[config.mk]
export PLATFORM = sky130hd
export DESIGN_NAME = cpdt_ctrl
export DESIGN_NICKNAME = d
export VERILOG_FILES = /design/src/hw/rtl/cpdt_pkg.sv /design/src/hw/rtl/cpdt_ctrl.sv
export SDC_FILE = /design/constraint.sdc
export NUM_CORES = 1
export LEC_CHECK = 0
export ABC_AREA = 1
export BUFFER_PORTS_ARGS = -buffer_cell sky130_fd_sc_hd__buf_2
export CORE_AREA = 2 2 39 41
export DETAILED_ROUTE_END_ITERATION = 10
export DIE_AREA = 0 0 41 43
export GPL_TIMING_DRIVEN = 0
export PLACE_DENSITY = 0.48
export SYNTH_ARGS = -nofsm -noshare
export SYNTH_HDL_FRONTEND = slang
export SYNTH_SLANG_ARGS = --single-unit
[constraint.sdc]
create_clock -name clk -period 1.37 [get_ports clk]
set_input_delay 0.411 -clock clk [delete_from_list [all_inputs] [get_ports clk]]
set_output_delay 0.411 -clock clk [all_outputs]
set_load 0.005 [all_outputs]
[src/hw/rtl/cpdt_pkg.sv]
// Package for the constant pool dedup table: controller states, command and
// status structs, field widths and the constant compare and hash helpers.
`default_nettype none

package cpdt_pkg;

  localparam int unsigned VALUE_W     = 64;
  localparam int unsigned OFFSET_W    = 11;
  localparam int unsigned SLOT_SHIFT  = 3;
  localparam int unsigned FOLD_W      = 16;
  localparam int unsigned OUT_TDATA_W = 16;

  localparam logic [VALUE_W-1:0] ABS_MASK     = 64'h7FFF_FFFF_FFFF_FFFF;
  localparam logic [VALUE_W-1:0] EXP_ALL_ONES = 64'h7FF0_0000_0000_0000;

  localparam logic KIND_INT    = 1'b0;
  localparam logic KIND_DOUBLE = 1'b1;

  typedef enum logic [2:0] {
    ST_CLEAR,
    ST_IDLE,
    ST_HASH,
    ST_HEAD,
    ST_FETCH,
    ST_CMP,
    ST_INSERT,
    ST_RESULT
  } state_t;

  // Commands from the controller to the datapath.
  typedef struct packed {
    logic clear;
    logic load_in;
    logic calc_hash;
    logic read_head;
    logic fetch;
    logic compare;
    logic follow;
    logic hit;
    logic insert;
    logic publish;
  } cmd_t;

  // Status from the datapath to the controller.
  typedef struct packed {
    logic clear_done;
    logic fetch_ok;
    logic match;
    logic bkt_ok;
    logic next_valid;
    logic out_free;
  } sts_t;

  function automatic logic is_nan(input logic [VALUE_W-1:0] b);
    return (b & ABS_MASK) > EXP_ALL_ONES;
  endfunction

  // Integers compare bit for bit; doubles numerically (zeros equal, NaN never).
  function automatic logic same_constant(input logic kind,
                                         input logic [VALUE_W-1:0] a,
                                         input logic [VALUE_W-1:0] b);
    logic eq;
    eq = (a == b);
    if (kind == KIND_INT) begin
      return eq;
    end
    if (is_nan(a) || is_nan(b)) begin
      return 1'b0;
    end
    if (((a & ABS_MASK) == '0) && ((b & ABS_MASK) == '0)) begin
      return 1'b1;
    end
    return eq;
  endfunction

  // Folds a constant to 16 bits; both double zeros fold to the same word.
  function automatic logic [FOLD_W-1:0] fold_key(input logic kind,
                                                 input logic [VALUE_W-1:0] v);
    logic [VALUE_W-1:0] c;
    c = v;
    if ((kind == KIND_DOUBLE) && ((v & ABS_MASK) == '0)) begin
      c = '0;
    end
    return c[15:0] ^ c[31:16] ^ c[47:32] ^ c[63:48] ^ {15'd0, kind};
  endfunction

endpackage

`default_nettype wire

[src/hw/rtl/cpdt_ctrl.sv]
// Controller state machine of the constant pool dedup table.
// Depends on cpdt_pkg for the state type and the command and status structs.
`default_nettype none

module cpdt_ctrl (
  input  wire               clk,
  input  wire               rst_n,
  input  wire               in_tvalid,
  output logic              in_tready,
  input  cpdt_pkg::sts_t    sts,
  output cpdt_pkg::cmd_t    cmd
);

  cpdt_pkg::state_t state_r;
  cpdt_pkg::state_t state_nxt;

  // State register; reset starts the bucket head clearing pass.
  always_ff @(posedge clk) begin
    if (!rst_n) begin
      state_r <= cpdt_pkg::ST_CLEAR;
    end else begin
      state_r <= state_nxt;
    end
  end

  // Next state: hash, read the bucket head, then walk the chain.
  always_comb begin
    state_nxt = state_r;
    case (state_r)
      cpdt_pkg::ST_CLEAR: begin
        if (sts.clear_done) state_nxt = cpdt_pkg::ST_IDLE;
      end
      cpdt_pkg::ST_IDLE: begin
        if (in_tvalid) state_nxt = cpdt_pkg::ST_HASH;
      end
      cpdt_pkg::ST_HASH:  state_nxt = cpdt_pkg::ST_HEAD;
      cpdt_pkg::ST_HEAD:  state_nxt = cpdt_pkg::ST_FETCH;
      cpdt_pkg::ST_FETCH: begin
        state_nxt = sts.fetch_ok ? cpdt_pkg::ST_CMP : cpdt_pkg::ST_INSERT;
      end
      cpdt_pkg::ST_CMP: begin
        if (sts.match) begin
          state_nxt = cpdt_pkg::ST_RESULT;
        end else if (sts.bkt_ok && sts.next_valid) begin
          state_nxt = cpdt_pkg::ST_FETCH;
        end else begin
          state_nxt = cpdt_pkg::ST_INSERT;
        end
      end
      cpdt_pkg::ST_INSERT: state_nxt = cpdt_pkg::ST_RESULT;
      cpdt_pkg::ST_RESULT: begin
        if (sts.out_free) state_nxt = cpdt_pkg::ST_IDLE;
      end
      default: state_nxt = cpdt_pkg::ST_IDLE;
    endcase
  end

  // Outputs: datapath commands and the input ready.
  always_comb begin
    cmd       = '0;
    in_tready = 1'b0;
    case (state_r)
      cpdt_pkg::ST_CLEAR: cmd.clear = 1'b1;
      cpdt_pkg::ST_IDLE: begin
        in_tready   = 1'b1;
        cmd.load_in = in_tvalid;
      end
      cpdt_pkg::ST_HASH:  cmd.calc_hash = 1'b1;
      cpdt_pkg::ST_HEAD:  cmd.read_head = 1'b1;
      cpdt_pkg::ST_FETCH: cmd.fetch     = 1'b1;
      cpdt_pkg::ST_CMP: begin
        cmd.compare = 1'b1;
        cmd.hit     = sts.match;
        cmd.follow  = !sts.match && sts.bkt_ok && sts.next_valid;
      end
      cpdt_pkg::ST_INSERT: cmd.insert  = 1'b1;
      cpdt_pkg::ST_RESULT: cmd.publish = sts.out_free;
      default: cmd = '0;
    endcase
  end

endmodule

`default_nettype wire

-- Word level (Yosys, flattened, before mapping)
Index checks and enable logic that the tools add are counted.
- equality and inequality tests: 10
- multiplexer cells: 16
- reductions and logical operators: 6
- operators with widths (kind ; number):
    case mux 3 bit (8 select lines) ; 1
    equality test 3 bit, second input constant ; 4
    2-to-1 mux 3 bit ; 4
    2-to-1 mux 1 bit ; 8
    equality test 3 x 2 -> 1 bit, second input constant ; 2
    2-to-1 mux 2 bit ; 3
    != test 2 bit, second input constant ; 3
    equality test 3 x 1 -> 1 bit, second input constant ; 1
    logical AND 1 bit ; 3
    logical NOT 3 bit ; 1
    AND reduction 3 bit ; 1
    logical NOT 1 bit ; 1
- register bits after elaboration: 3
- bits of input ports: 9
- output and inout port bits: 11
- word-level logic and storage cells: 33

-- Longest topological paths before layout
- depth in word-level cells: 4
- depth in mapped cells: 8
- mapped depth without buffers: 7

-- Worst setup path before layout
Ideal clock, no wire load.
- path type: flip-flop to output port
- start: register state_r[1]
- end: output cmd[2] in the netlist's numbering
- arrival: 812 ps
- data required time: 959 ps
- slack: 147 ps
- cell stages (with the launch flop): 7
- buffers on the path: 1
- path through: dfxtp_1 > buf_6 > inv_1 > nand2_1 > nor2_2 > nand2_1 > inv_1
- RTL lines (what ; RTL line ; RTL):
    from (decl) ; cpdt_ctrl.sv:14 ; cpdt_pkg::state_t state_r;
    from (signal assigned) ; cpdt_ctrl.sv:20 ; state_r <= cpdt_pkg::ST_CLEAR;
    from (signal assigned) ; cpdt_ctrl.sv:22 ; state_r <= state_nxt;
    to (decl) ; cpdt_ctrl.sv:11 ; output cpdt_pkg::cmd_t cmd

==> reports/qor.yml <==
status: "finished with violations"
violations: "negative setup slack"
drtIter0Drc: 5
drc: 0
ir_drop_v: 0.000237
r2r_end: "state_r[0]$_SDFFE_PN0P_"
synthAdderAreaFrac_pct: 0
synth-seq-cells: 3
largest-register: "state_r"
timing.rr.start: "state_r[1]$_SDFFE_PN0P_"
cp_slowest_stage_delay_ns: 0.31
cts_made_buffers: 3
core_area_mm2: 0.00138
required_ns: 0.96
finalSetupViolCount: 10
reg_top3: "state_r x3"
grt_pass1_vias: 364
async_reset_ff_share_pct: 0
die_area_mm2: 0.00176
clock_latency_ns: 0.23
finalCritPeriodShare_pct: 110
synthTopCellsByArea: "dfxtp_1 20%, inv_1 17%, nand2_1 13%"
synth-simple-area-share_pct: 47.8
synthCells: 55
syn_nets: 64
min-delay-path-class: "input port to flip-flop"
startpoint: "state_r[0]$_SDFFE_PN0P_"
htreeDepth: 1
synth_compound_area_share_pct: 6.12
worst_pin_slew_ns: 0.237
placed_cells: 90
synth_edf_count: 0
fin_cells: 96
cts_tree: "built"
setup_ws_ns: -0.135
cp_slowest_cell: "dfxtp_2"
post-route-util_pct: 37.1
clock.fmax_mhz: 664
seq_area_frac_synth_pct: 19.6
synthXorXnorAreaFrac_pct: 0
fin_nets: 90
vias_per_cell: 4.17
gp_congestion: 0.719
slew_headroom_pct: 84.1
finalMaxSlewViolations: 0
period_needed_ns: 1.51
antenna_found_initial: 0
finalSetupTns_ns: -0.609
largest_reg_flops: 3
rows: 14
pin_count: 20
drt.antenna.violating_nets: 0
wl_per_cell_um: 9.08
drive_gt1_share_pct: 55.0
hpwl_um: 638
r2r_cells: 7
start_util_pct: 22.2
cp_max_fo: 8
worstSetupPathType: "flip-flop to output port"
hold_violations: 0
cts_max_path_buffers: 2
crit_path_start_kind: "flip-flop"
avgSynthCellArea_um2: 5.57
synth_top_family_by_area: "simple AND/OR/NAND/NOR gates"
grt_pass1_wl_mm: 1.28
worstPathArrival_ns: 1.09
crit_end: "cmd[5]"
skew_ns: 0.00586
chipWidth_um: 41
rsz0062_at_grt: "true"
die_y_um: 43
r2r_slack_ns: 0.31
synth.mux.area_fraction_pct: 0
gr-total-overflow: 0
vias: 400
dr.pass1.iters: 2
synth_top_area_share_pct: 19.6
synthFlopType: "dfxtp_1"
cap_violations: 0
synthTopCellsByCount: "14 x inv_1, 11 x nand2_1, 9 x nor2_1"
endpoint_kind: "output port"
p_leak_nw: 0.318
yosysTopAreaCell: "dfxtp_1"
grt_max_degree: 9
synth_warnings: 0
grtUsageTotal_pct: 10.6
synth_area_um2: 307
path_clk_slew_ns: 0.04
numPortBuffers: 19
cp_cell_sequence: "buf_8 > nor3_2 > buf_2"
num_antenna_cells: 0
yosysMostFrequentCell: "inv_1"
area_delta_synth_final_pct: 67.3
drt-total-wl_um: 872
ys_types: 16
cts_sinks: 3
clk_root_buffer_cell: "clkbuf_4"
p_per_area_mw_per_mm2: 768
## worst min-delay path by stage
stage | slack, ns | from | cells after the start | endpoint
after floorplan | 0.55 | rst_n | 2 | state_r[1]$_SDFFE_PN0P_
after global placement | 0.65 | state_r[2]$_SDFFE_PN0P_ | 2 | state_r[1]$_SDFFE_PN0P_
after detailed placement | 0.64 | state_r[2]$_SDFFE_PN0P_ | 2 | state_r[1]$_SDFFE_PN0P_
after CTS | 0.43 | rst_n | 3 | state_r[2]$_SDFFE_PN0P_
after global routing | 0.43 | rst_n | 3 | state_r[1]$_SDFFE_PN0P_
final | 0.43 | rst_n | 3 | state_r[0]$_SDFFE_PN0P_
## report_power, final
| group | switching [mW] | leakage (nW) | internal [mW] |
|---|---|---|---|
| Sequential | 0.00940 | 0.0263 | 0.0931 |
| Clock | 0.0479 | 0.0150 | 0.109 |
| Combinational | 0.0723 | 0.277 | 0.0619 |
| Total | 0.130 | 0.318 | 0.264 |
## logic make-up (layout without fill, tap and decap cells)
kind of cell,after synthesis,after routing
AND/OR/NAND/NOR,32,32
buffers and inverters,17,42
AO/OA/AOI/OAI,3,3
flip-flops,3,3
## worst max-delay path, delay by kind of cell, from the launching register on
kind	cells	cell delay, ns
DFF	1	0.31
and+or+nand+nor	1	0.25
buffers and inverters	2	0.29
## repair_timing
item                                   CTS  global route
endpoints found under the hold margin    0             0
pin swaps                                5             4
hold buffers                             0             0
gates cloned                             0             0
setup buffers                            2             1
setup endpoints to repair               11            11
resized for setup                        9            13
## area by class of cell
cell class	instances	area, um2
fillers	173	871
multi-input cells	35	198
repair buffers	22	121
flip-flops and latches	3	68.8
inverters	15	63.8
clock buffers	4	26.3
well taps	16	20.0
plain buffers	1	15.0
## per-stage QoR
step                power [mW]  setup slack (ns)  hold WS, ns  instance area, um2
floorplan                0.181             0.147        0.551                 307
global placement         0.220           -0.0109        0.647                 422
detailed placement       0.220            0.0197        0.638                 422
CTS                      0.391            -0.156        0.430                 487
global route             0.431            -0.166        0.427                 513
finish                   0.394            -0.135        0.427                 513
## routing by layer
layer  wire length (um)  track usage (%)  vias up
met3                 58             1.57        0
met5                  0                0        -
met1                358             12.2      174
li1                   -                -      212
met2                455             16.6       14
met4                  0             8.00        0
## placed cells by master (no fill, tap or decap), types with 2 or more instances in the layout
cell,instances
nand2_2,5
clkbuf_4,3
nand3_1,5
nand2_1,5
nor2_2,2
buf_2,19
nor2_1,8
buf_4,2
dfxtp_4,2
inv_1,12
Note: power is estimated with default switching activity, not from simulation.
